==> src/design/spmp_pkg.sv <==
// shared types and constants for the scatter point to pixel mapper
package spmp_pkg;

    // default screen geometry
    localparam int SCREEN_MAX_DEF = 127;
    localparam int Y_OFFSET_DEF   = 30;

    // field widths
    localparam int PT_W     = 32;
    localparam int CFG_W    = 18;
    localparam int PIX_X_W  = 7;
    localparam int PIX_Y_W  = 8;
    localparam int CFG_IDX_W = 2;

    // four pixels per kept point, so the input holds off after each kept point
    localparam int HOLD_W = 2;
    localparam logic [HOLD_W-1:0] HOLD_KEPT = 2'd3;

    // configuration register indexes
    typedef logic [CFG_IDX_W-1:0] t_cfg_idx;
    localparam t_cfg_idx CFG_MIN_X = 2'd0;
    localparam t_cfg_idx CFG_MAX_X = 2'd1;
    localparam t_cfg_idx CFG_MIN_Y = 2'd2;
    localparam t_cfg_idx CFG_MAX_Y = 2'd3;

    // register reset values
    localparam logic signed [CFG_W-1:0] MIN_X_RST = 18'sd0;
    localparam logic signed [CFG_W-1:0] MAX_X_RST = 18'sd1000;
    localparam logic signed [CFG_W-1:0] MIN_Y_RST = 18'sd0;
    localparam logic signed [CFG_W-1:0] MAX_Y_RST = 18'sd1000;

    // control that travels alongside each point through the cells
    typedef struct packed {
        logic valid;
        logic keep;
        logic last;
    } t_tag;

endpackage

==> src/design/spmp_cell.sv <==
// one divider cell: settles one quotient bit of x and of y per clock
module spmp_cell
    import spmp_pkg::*;
#(
    parameter int DW  = CFG_W,
    parameter int QW  = 7,
    parameter int BIT = 0
) (
    input  logic               i_clk,
    input  logic               i_rst_n,
    input  t_tag               i_tag,
    input  logic [DW+QW-1:0]   i_rem_x,
    input  logic [DW+QW-1:0]   i_rem_y,
    input  logic [DW-1:0]      i_div_x,
    input  logic [DW-1:0]      i_div_y,
    input  logic [QW-1:0]      i_quo_x,
    input  logic [QW-1:0]      i_quo_y,
    output t_tag               o_tag,
    output logic [DW+QW-1:0]   o_rem_x,
    output logic [DW+QW-1:0]   o_rem_y,
    output logic [DW-1:0]      o_div_x,
    output logic [DW-1:0]      o_div_y,
    output logic [QW-1:0]      o_quo_x,
    output logic [QW-1:0]      o_quo_y
);

    localparam int NW = DW + QW;

    t_tag            r_tag;
    logic [NW-1:0]   r_rem_x, r_rem_y, n_rem_x, n_rem_y;
    logic [DW-1:0]   r_div_x, r_div_y;
    logic [QW-1:0]   r_quo_x, r_quo_y, n_quo_x, n_quo_y;
    logic [NW-1:0]   sh_x, sh_y;
    logic            ge_x, ge_y;

    // trial subtract of the divisor at this bit weight
    always_comb begin
        sh_x    = NW'(i_div_x) << BIT;
        sh_y    = NW'(i_div_y) << BIT;
        ge_x    = (i_rem_x >= sh_x);
        ge_y    = (i_rem_y >= sh_y);
        n_rem_x = ge_x ? (i_rem_x - sh_x) : i_rem_x;
        n_rem_y = ge_y ? (i_rem_y - sh_y) : i_rem_y;
        n_quo_x = i_quo_x;
        n_quo_y = i_quo_y;
        n_quo_x[BIT] = ge_x;
        n_quo_y[BIT] = ge_y;
    end

    // control register
    always_ff @(posedge i_clk) begin
        if (!i_rst_n) begin
            r_tag <= '0;
        end else begin
            r_tag <= i_tag;
        end
    end

    // payload registers
    always_ff @(posedge i_clk) begin
        r_rem_x <= n_rem_x;
        r_rem_y <= n_rem_y;
        r_div_x <= i_div_x;
        r_div_y <= i_div_y;
        r_quo_x <= n_quo_x;
        r_quo_y <= n_quo_y;
    end

    assign o_tag   = r_tag;
    assign o_rem_x = r_rem_x;
    assign o_rem_y = r_rem_y;
    assign o_div_x = r_div_x;
    assign o_div_y = r_div_y;
    assign o_quo_x = r_quo_x;
    assign o_quo_y = r_quo_y;

endmodule

==> src/design/spmp_emit.sv <==
// pixel emitter: forms the four neighbour pixels and sends one word per cycle
module spmp_emit
    import spmp_pkg::*;
#(
    parameter int SCREEN_MAX = SCREEN_MAX_DEF,
    parameter int Y_OFFSET   = Y_OFFSET_DEF,
    parameter int QW         = 7
) (
    input  logic               i_clk,
    input  logic               i_rst_n,
    input  t_tag               i_tag,
    input  logic [QW-1:0]      i_quo_x,
    input  logic [QW-1:0]      i_quo_y,
    output logic               o_strobe,
    output logic [PIX_X_W-1:0] o_pixel_x,
    output logic [PIX_Y_W-1:0] o_pixel_y,
    output logic               o_pixel_valid,
    output logic               o_last_of_point,
    output logic               o_plot_done
);

    localparam int PYW = $clog2(SCREEN_MAX + Y_OFFSET + 2);
    localparam int CW  = (PYW + 1 > PIX_Y_W) ? PYW + 1 : PIX_Y_W;

    // emit step codes
    localparam logic [1:0] STEP_IDLE  = 2'd0;
    localparam logic [1:0] STEP_DIAG  = 2'd1;
    localparam logic [1:0] STEP_RIGHT = 2'd2;
    localparam logic [1:0] STEP_LOWER = 2'd3;

    logic [1:0]    r_step, n_step;
    logic          r_last, n_last;
    logic [CW-1:0] r_px, r_py, r_rx, r_ly;
    logic [CW-1:0] c_px, c_py, c_rx, c_ly;
    logic          r_strobe, n_strobe;
    logic [CW-1:0] r_pix_x, n_pix_x, r_pix_y, n_pix_y;
    logic          r_pix_valid, n_pix_valid;
    logic          r_last_of_point, n_last_of_point;
    logic          r_plot_done, n_plot_done;

    // flip and offset the row, step to the neighbour column and row
    always_comb begin
        c_px = CW'(i_quo_x);
        c_py = CW'(SCREEN_MAX) - CW'(i_quo_y) + CW'(Y_OFFSET);
        c_rx = (c_px + CW'(1) <= CW'(SCREEN_MAX)) ? c_px + CW'(1) : c_px - CW'(1);
        c_ly = (c_py + CW'(1) <= CW'(SCREEN_MAX)) ? c_py + CW'(1) : c_py - CW'(1);
    end

    // word sequencing
    always_comb begin
        n_step          = r_step;
        n_last          = r_last;
        n_strobe        = 1'b0;
        n_pix_x         = '0;
        n_pix_y         = '0;
        n_pix_valid     = 1'b0;
        n_last_of_point = 1'b0;
        n_plot_done     = 1'b0;
        unique case (r_step)
            STEP_IDLE: begin
                if (i_tag.valid && i_tag.keep) begin
                    n_strobe    = 1'b1;
                    n_pix_x     = c_px;
                    n_pix_y     = c_py;
                    n_pix_valid = 1'b1;
                    n_last      = i_tag.last;
                    n_step      = STEP_DIAG;
                end else if (i_tag.valid && i_tag.last) begin
                    // dropped final point: end marker only
                    n_strobe        = 1'b1;
                    n_last_of_point = 1'b1;
                    n_plot_done     = 1'b1;
                end
            end
            STEP_DIAG: begin
                n_strobe    = 1'b1;
                n_pix_x     = r_rx;
                n_pix_y     = r_ly;
                n_pix_valid = 1'b1;
                n_step      = STEP_RIGHT;
            end
            STEP_RIGHT: begin
                n_strobe    = 1'b1;
                n_pix_x     = r_rx;
                n_pix_y     = r_py;
                n_pix_valid = 1'b1;
                n_step      = STEP_LOWER;
            end
            STEP_LOWER: begin
                n_strobe        = 1'b1;
                n_pix_x         = r_px;
                n_pix_y         = r_ly;
                n_pix_valid     = 1'b1;
                n_last_of_point = 1'b1;
                n_plot_done     = r_last;
                n_step          = STEP_IDLE;
            end
        endcase
    end

    // control registers
    always_ff @(posedge i_clk) begin
        if (!i_rst_n) begin
            r_step   <= STEP_IDLE;
            r_strobe <= 1'b0;
        end else begin
            r_step   <= n_step;
            r_strobe <= n_strobe;
        end
    end

    // payload registers
    always_ff @(posedge i_clk) begin
        r_last          <= n_last;
        r_pix_x         <= n_pix_x;
        r_pix_y         <= n_pix_y;
        r_pix_valid     <= n_pix_valid;
        r_last_of_point <= n_last_of_point;
        r_plot_done     <= n_plot_done;
        if (r_step == STEP_IDLE) begin
            r_px <= c_px;
            r_py <= c_py;
            r_rx <= c_rx;
            r_ly <= c_ly;
        end
    end

    assign o_strobe        = r_strobe;
    assign o_pixel_x       = r_pix_x[PIX_X_W-1:0];
    assign o_pixel_y       = r_pix_y[PIX_Y_W-1:0];
    assign o_pixel_valid   = r_pix_valid;
    assign o_last_of_point = r_last_of_point;
    assign o_plot_done     = r_plot_done;

endmodule

==> src/design/scatter_point_to_pixel_mapper.sv <==
// top level: bounds check, constant scaling, divider cell chain and pixel emitter
//
// A point is taken when start is high and busy is low. Points outside the
// configured bounds, or on an axis whose range has zero width, are dropped
// without holding off the input; a dropped point with last_point set gives a
// single end-marker word. A kept point gives four pixel words on consecutive
// cycles, and busy stays high after it is taken until r_hold counts down, so
// one dropped point can be taken every cycle but a kept point holds off the next.
// The scaling divide runs through a chain of clog2(SCREEN_MAX+1) cells, one
// quotient bit each, so the first word of a point passes the input registers,
// the cells and the emitter's output register before it comes out.
// Words are strobed for exactly one cycle and cannot be held off. The
// configuration port is always ready; write it only while no point is in flight.
module scatter_point_to_pixel_mapper
    import spmp_pkg::*;
#(
    parameter int SCREEN_MAX = SCREEN_MAX_DEF,
    parameter int Y_OFFSET   = Y_OFFSET_DEF
) (
    input  logic                    i_clk,
    input  logic                    i_rst_n,
    // point channel
    input  logic                    start,
    output logic                    busy,
    input  logic signed [PT_W-1:0]  i_point_x,
    input  logic signed [PT_W-1:0]  i_point_y,
    input  logic                    i_last_point,
    // pixel channel
    output logic                    o_strobe,
    output logic [PIX_X_W-1:0]      o_pixel_x,
    output logic [PIX_Y_W-1:0]      o_pixel_y,
    output logic                    o_pixel_valid,
    output logic                    o_last_of_point,
    output logic                    o_plot_done,
    // configuration write channel
    input  logic                    i_cfg_valid,
    output logic                    o_cfg_ready,
    input  t_cfg_idx                i_cfg_index,
    input  logic [CFG_W-1:0]        i_cfg_data
);

    localparam int DW = CFG_W;
    localparam int QW = $clog2(SCREEN_MAX + 1);
    localparam int NW = DW + QW;

    logic signed [CFG_W-1:0] r_min_x, r_max_x, r_min_y, r_max_y;
    logic [HOLD_W-1:0]       r_hold, n_hold;
    logic                    accept, keep;
    t_tag                    r_tag, n_tag;
    logic [DW-1:0]           r_dx, r_dy, r_rng_x, r_rng_y;

    t_tag                    tag_c   [QW+1];
    logic [NW-1:0]           rem_x_c [QW+1];
    logic [NW-1:0]           rem_y_c [QW+1];
    logic [DW-1:0]           div_x_c [QW+1];
    logic [DW-1:0]           div_y_c [QW+1];
    logic [QW-1:0]           quo_x_c [QW+1];
    logic [QW-1:0]           quo_y_c [QW+1];

    // configuration registers
    assign o_cfg_ready = 1'b1;

    always_ff @(posedge i_clk) begin
        if (!i_rst_n) begin
            r_min_x <= MIN_X_RST;
            r_max_x <= MAX_X_RST;
            r_min_y <= MIN_Y_RST;
            r_max_y <= MAX_Y_RST;
        end else if (i_cfg_valid) begin
            unique case (i_cfg_index)
                CFG_MIN_X: r_min_x <= i_cfg_data;
                CFG_MAX_X: r_max_x <= i_cfg_data;
                CFG_MIN_Y: r_min_y <= i_cfg_data;
                CFG_MAX_Y: r_max_y <= i_cfg_data;
            endcase
        end
    end

    // bounds check and input hold-off
    assign accept = start && !busy;
    assign busy   = (r_hold != '0);

    always_comb begin
        keep = !(i_point_x > r_max_x || i_point_x < r_min_x ||
                 i_point_y > r_max_y || i_point_y < r_min_y ||
                 r_max_x == r_min_x || r_max_y == r_min_y);
        n_tag.valid = accept;
        n_tag.keep  = keep;
        n_tag.last  = i_last_point;
        if (accept && keep) begin
            n_hold = HOLD_KEPT;
        end else if (r_hold != '0) begin
            n_hold = r_hold - HOLD_W'(1);
        end else begin
            n_hold = r_hold;
        end
    end

    always_ff @(posedge i_clk) begin
        if (!i_rst_n) begin
            r_hold <= '0;
            r_tag  <= '0;
        end else begin
            r_hold <= n_hold;
            r_tag  <= n_tag;
        end
    end

    // offsets into the range and range widths, exact in 18 bits for kept points
    always_ff @(posedge i_clk) begin
        r_dx    <= DW'(i_point_x[DW-1:0] - r_min_x);
        r_dy    <= DW'(i_point_y[DW-1:0] - r_min_y);
        r_rng_x <= DW'(r_max_x - r_min_x);
        r_rng_y <= DW'(r_max_y - r_min_y);
    end

    // scale by the screen size to form the dividends
    assign tag_c[0]   = r_tag;
    assign rem_x_c[0] = NW'(r_dx) * NW'(SCREEN_MAX);
    assign rem_y_c[0] = NW'(r_dy) * NW'(SCREEN_MAX);
    assign div_x_c[0] = r_rng_x;
    assign div_y_c[0] = r_rng_y;
    assign quo_x_c[0] = '0;
    assign quo_y_c[0] = '0;

    // divider chain, most significant quotient bit first
    for (genvar k = 0; k < QW; k++) begin : g_cell
        spmp_cell #(
            .DW  (DW),
            .QW  (QW),
            .BIT (QW - 1 - k)
        ) u_cell (
            .i_clk   (i_clk),
            .i_rst_n (i_rst_n),
            .i_tag   (tag_c[k]),
            .i_rem_x (rem_x_c[k]),
            .i_rem_y (rem_y_c[k]),
            .i_div_x (div_x_c[k]),
            .i_div_y (div_y_c[k]),
            .i_quo_x (quo_x_c[k]),
            .i_quo_y (quo_y_c[k]),
            .o_tag   (tag_c[k+1]),
            .o_rem_x (rem_x_c[k+1]),
            .o_rem_y (rem_y_c[k+1]),
            .o_div_x (div_x_c[k+1]),
            .o_div_y (div_y_c[k+1]),
            .o_quo_x (quo_x_c[k+1]),
            .o_quo_y (quo_y_c[k+1])
        );
    end

    // pixel words out
    spmp_emit #(
        .SCREEN_MAX (SCREEN_MAX),
        .Y_OFFSET   (Y_OFFSET),
        .QW         (QW)
    ) u_emit (
        .i_clk           (i_clk),
        .i_rst_n         (i_rst_n),
        .i_tag           (tag_c[QW]),
        .i_quo_x         (quo_x_c[QW]),
        .i_quo_y         (quo_y_c[QW]),
        .o_strobe        (o_strobe),
        .o_pixel_x       (o_pixel_x),
        .o_pixel_y       (o_pixel_y),
        .o_pixel_valid   (o_pixel_valid),
        .o_last_of_point (o_last_of_point),
        .o_plot_done     (o_plot_done)
    );

endmodule
==> config.mk <==
export PLATFORM = sky130hd
export DESIGN_NAME = scatter_point_to_pixel_mapper
export DESIGN_NICKNAME = d
export VERILOG_FILES = /design/src/design/spmp_pkg.sv /design/src/design/spmp_cell.sv /design/src/design/spmp_emit.sv /design/src/design/scatter_point_to_pixel_mapper.sv
export SDC_FILE = /design/constraint.sdc
export NUM_CORES = 2
export LEC_CHECK = 0
export BUFFER_PORTS_ARGS = -buffer_cell sky130_fd_sc_hd__buf_2
export CAP_MARGIN = 10
export CORE_ASPECT_RATIO = 0.5
export CORE_UTILIZATION = 30
export CTS_BUF_LIST = sky130_fd_sc_hd__clkbuf_4 sky130_fd_sc_hd__clkbuf_8
export CTS_CLUSTER_DIAMETER = 80
export DETAILED_ROUTE_END_ITERATION = 10
export HOLD_SLACK_MARGIN = 0.05
export SETUP_SLACK_MARGIN = 0.02
export SKIP_LAST_GASP = 1
export SLEW_MARGIN = 20
export SYNTH_ARGS = -nofsm -noshare
export SYNTH_HDL_FRONTEND = slang
export SYNTH_SLANG_ARGS = --single-unit
==> constraint.sdc <==
create_clock -name i_clk -period 9.4 [get_ports i_clk]
set_input_delay 0.47 -clock i_clk [delete_from_list [all_inputs] [get_ports i_clk]]
set_output_delay 0.47 -clock i_clk [all_outputs]
set_load 0.02 [all_outputs]
==> results.toml <==
[critical_path]
critPathKind = "register to register"
r2r-start = "r_dy[7]$_DFF_P_"
critical-path-top-delay-family = "adder cells"
worst-path-buf-inv = 3
slowest_delay_ns = 0.64
r2r_setup_slack_ns = 1.74
worst_setup_path_start_kind = "register"
critical-path-slowest-cell = "or4b_2"
timing.critical_path.mode_cell = "fa_1"
crit_path_max_fanout = 17
path_cells = "inv_1 -> fa_1 -> fa_1 -> fa_1 -> inv_1 -> fa_1 -> ha_1 -> a21o_1 -> a2111oi_0 -> a21bo_2 -> nor3b_1 -> o21ai_0 -> a21oi_1 -> or4b_2 -> o2111ai_1 -> ha_1 -> nand4_1 -> nor4_1 -> nand2_1 -> o21ai_0 -> o32a_1 -> nor4_4 -> inv_2 -> mux2_4"
ff2ff_path_depth = 24
crit_path_end_kind = "register"
cp.arrival_ns = 8.35
cp.required_ns = 10.09
reg2reg_to = "g_cell[0].u_cell.o_rem_y[21]$_DFF_P_"

[timing]
rsz0062_at_grt = "no"
fin_tns_setup_ns = 0
fin_crit_sh_pct = 81.5
finalHoldViolCount = 0
slew_violations = 0
setup_ws_ns = 1.74
clock_skew_ns = 0.0425
min_period_ns = 7.66
slew_headroom_pct = 30.6
setup_viol = 0
fmax_mhz = 131
tightestPinTransition_ns = 1.04

[worst_hold_path]
worstHoldEndpoint = "r_dx[6]$_DFF_P_"
hold_class = "primary input to register"
worstHoldStart = "i_point_x[6]"
hold_depth = 3

[floorplanning]
num_rows = 100
die_w_um = 550
die_h_um = 276
pin_count = 110
initial_utilization_pct = 30.2
die_area_mm2 = 0.152
fp.coreArea_mm2 = 0.149

[global_routing]
grt_max_degree = 103
grt_pass1_vias = 32400
grt_usage_pct = 13.7
grt-ovfl-total = 0
antenna_found_initial = 14
grt_pass1_wl_um = 167000

[yosys]
synth_top_flop_cell = "dfxtp_1"
async_flop_share_pct = 0
yosysWarnings = 0
synth-edff-count = 31
synth_fp_nets = 5645
synth.ff_latch_count = 794
avgSynthCellArea_um2 = 9.19
yosysSeqAreaShare_pct = 36.0
yosysUniqueCellTypes = 92
synthCells = 4902
synth_area_mm2 = 0.0450

[placement]
io_buffers = 108
hpwlAfterDp_um = 83600
dp_slack_ns = 1.75
gp_congestion = 0.859

[clock_tree]
holdBufCountCts = 32
post_cts_buffers = 0
cts.sinks = 794
clk_path_buf_depth = 3
clock_latency_ns = 0.82
cts_resized = 0
root_buffer = "clkbuf_8"
clk_pin_slew_worst_paths_ns = 0.07
cts_buffers = 134
cts_tree = "yes"
htreeDepth = 4

[finish]
mostFrequentLayoutCells = "dfxtp_1, inv_1, ha_1"
drive_above_1_share_pct = 9.15
fin_nets = 5857
syn2layout_area_growth_pct = 13.4
fillCellCount = 15400
final_common_cell = "dfxtp_1"

[routing]
drc = 0
first_iter_violations = 1642
wire_per_inst_um = 14.4
final_antenna_net_count = 0
wirelength_um = 104000
viasPerCell = 4.58
via_count = 33000
firstDrtPassIters = 5

[outcome]
run_status = "finished, final reports clean"

[job]
maxCapViolations = 0
[cell usage after synthesis (17+ instances only)]
master | n | share of area, %
dfxtp_1 | 763 | 34
inv_1 | 622 | 5.2
ha_1 | 516 | 14
nand2_1 | 371 | 3.1
a21oi_1 | 321 | 3.6
nor2_1 | 292 | 2.4
o21ai_0 | 211 | 2.3
xnor2_1 | 181 | 3.5
fa_1 | 138 | 6.1
a21o_1 | 130 | 2.2
xor2_1 | 115 | 2.2
nor3_1 | 92 | 1.0
a21boi_0 | 88 | 1.5
nand3_1 | 86 | 0.96
mux2_2 | 73 | 1.8
nand4_1 | 68 | 0.94
nor2b_1 | 68 | 0.94
clkbuf_1 | 63 | 0.53
o21a_1 | 63 | 1.1
nand2b_1 | 56 | 0.78
and3_1 | 43 | 0.60
o211ai_1 | 41 | 0.68
and2_1 | 36 | 0.50
or3_1 | 36 | 0.50
nor4_1 | 35 | 0.49
edfxtp_1 | 31 | 2.1
a211oi_1 | 30 | 0.50
o21bai_1 | 23 | 0.38
a31oi_1 | 21 | 0.29
o31ai_1 | 19 | 0.32
nand4b_1 | 17 | 0.33
[worst max path at each step]
stage | startpoint | endpoint | slack (ns) | cells past startpoint
2_1_floorplan | r_dy[7]$_DFF_P_ | g_cell[0].u_cell.o_rem_y[15]$_DFF_P_ | 2.54 | 25
3_3_place_gp | r_dy[7]$_DFF_P_ | g_cell[0].u_cell.o_rem_y[21]$_DFF_P_ | 1.89 | 24
3_5_place_dp | r_dy[7]$_DFF_P_ | g_cell[0].u_cell.o_rem_y[21]$_DFF_P_ | 1.75 | 24
4_1_cts | r_dy[7]$_DFF_P_ | g_cell[0].u_cell.o_rem_y[21]$_DFF_P_ | 1.72 | 24
5_1_grt | r_dy[7]$_DFF_P_ | g_cell[0].u_cell.o_rem_y[18]$_DFF_P_ | 1.27 | 24
6_report | r_dy[7]$_DFF_P_ | g_cell[0].u_cell.o_rem_y[21]$_DFF_P_ | 1.74 | 24
[layer usage]
metal	track usage [%]	routed length (um)	vias up	share of wire [%]
met5	0	65	-	0.062
met4	5.00	2550	10	2.5
met3	2.24	3790	171	3.6
met2	22.2	45500	484	44
met1	18.3	52200	15000	50
li1	-	-	17300	-
[sequential cells by signal, summed over array words and instances (netlist names), 18 cells and up]
name,cells
g_cell.u_cell.o_div_x,108
g_cell.u_cell.o_div_y,108
g_cell.u_cell.o_quo_x,28
g_cell.u_cell.o_quo_y,28
g_cell.u_cell.o_rem_x,150
g_cell.u_cell.o_rem_y,150
g_cell.u_cell.o_tag,21
r_dx,18
r_dy,18
r_max_x,18
r_max_y,18
r_min_x,18
r_min_y,18
r_rng_x,18
r_rng_y,18
[worst min-delay path, cell delays in order]
cell     delay (ns)
buf_2          0.12
ha_1           0.22
xnor2_1        0.10
[metrics by stage]
stage | hold slack (ns) | area [um^2] | std cells | util (%)
after floorplan | 0.310 | 45000 | 4902 | -
after global placement | 0.310 | 47900 | 6935 | 32.2
after detailed placement | 0.312 | 47900 | 6935 | 32.2
after CTS | 0.0534 | 51100 | 7204 | 34.3
after global routing | 0.113 | 51100 | 7210 | 34.3
final | 0.151 | 51100 | 7210 | 34.3
[layout make-up]
class | instances | area, um^2 | area share (%)
antenna | 6 | 15.0 | 0.0294
clock buffer | 201 | 2520 | 4.94
clock inverter | 36 | 349 | 0.683
inverter | 623 | 2340 | 4.58
multi-input combinational | 3410 | 26200 | 51.3
sequential | 794 | 16200 | 31.7
tap | 1989 | 2490 | 4.87
timing repair buffer | 151 | 946 | 1.85
[cells by family after synthesis]
| family | after synthesis | share of synthesized area, % |
|---|---|---|
| buf+inv | 698 | 5.85 |
| fa+ha+maj | 654 | 20.5 |
| mux | 96 | 2.43 |
| flops | 794 | 36.0 |
| compound gates | 1092 | 15.7 |
| other cells | 1 | 0.00833 |
| simple gates | 1271 | 13.8 |
| xor+xnor | 296 | 5.76 |
Power is not shown: default switching activity piles up to over one toggle a cycle in this logic, so the estimate is an artifact.
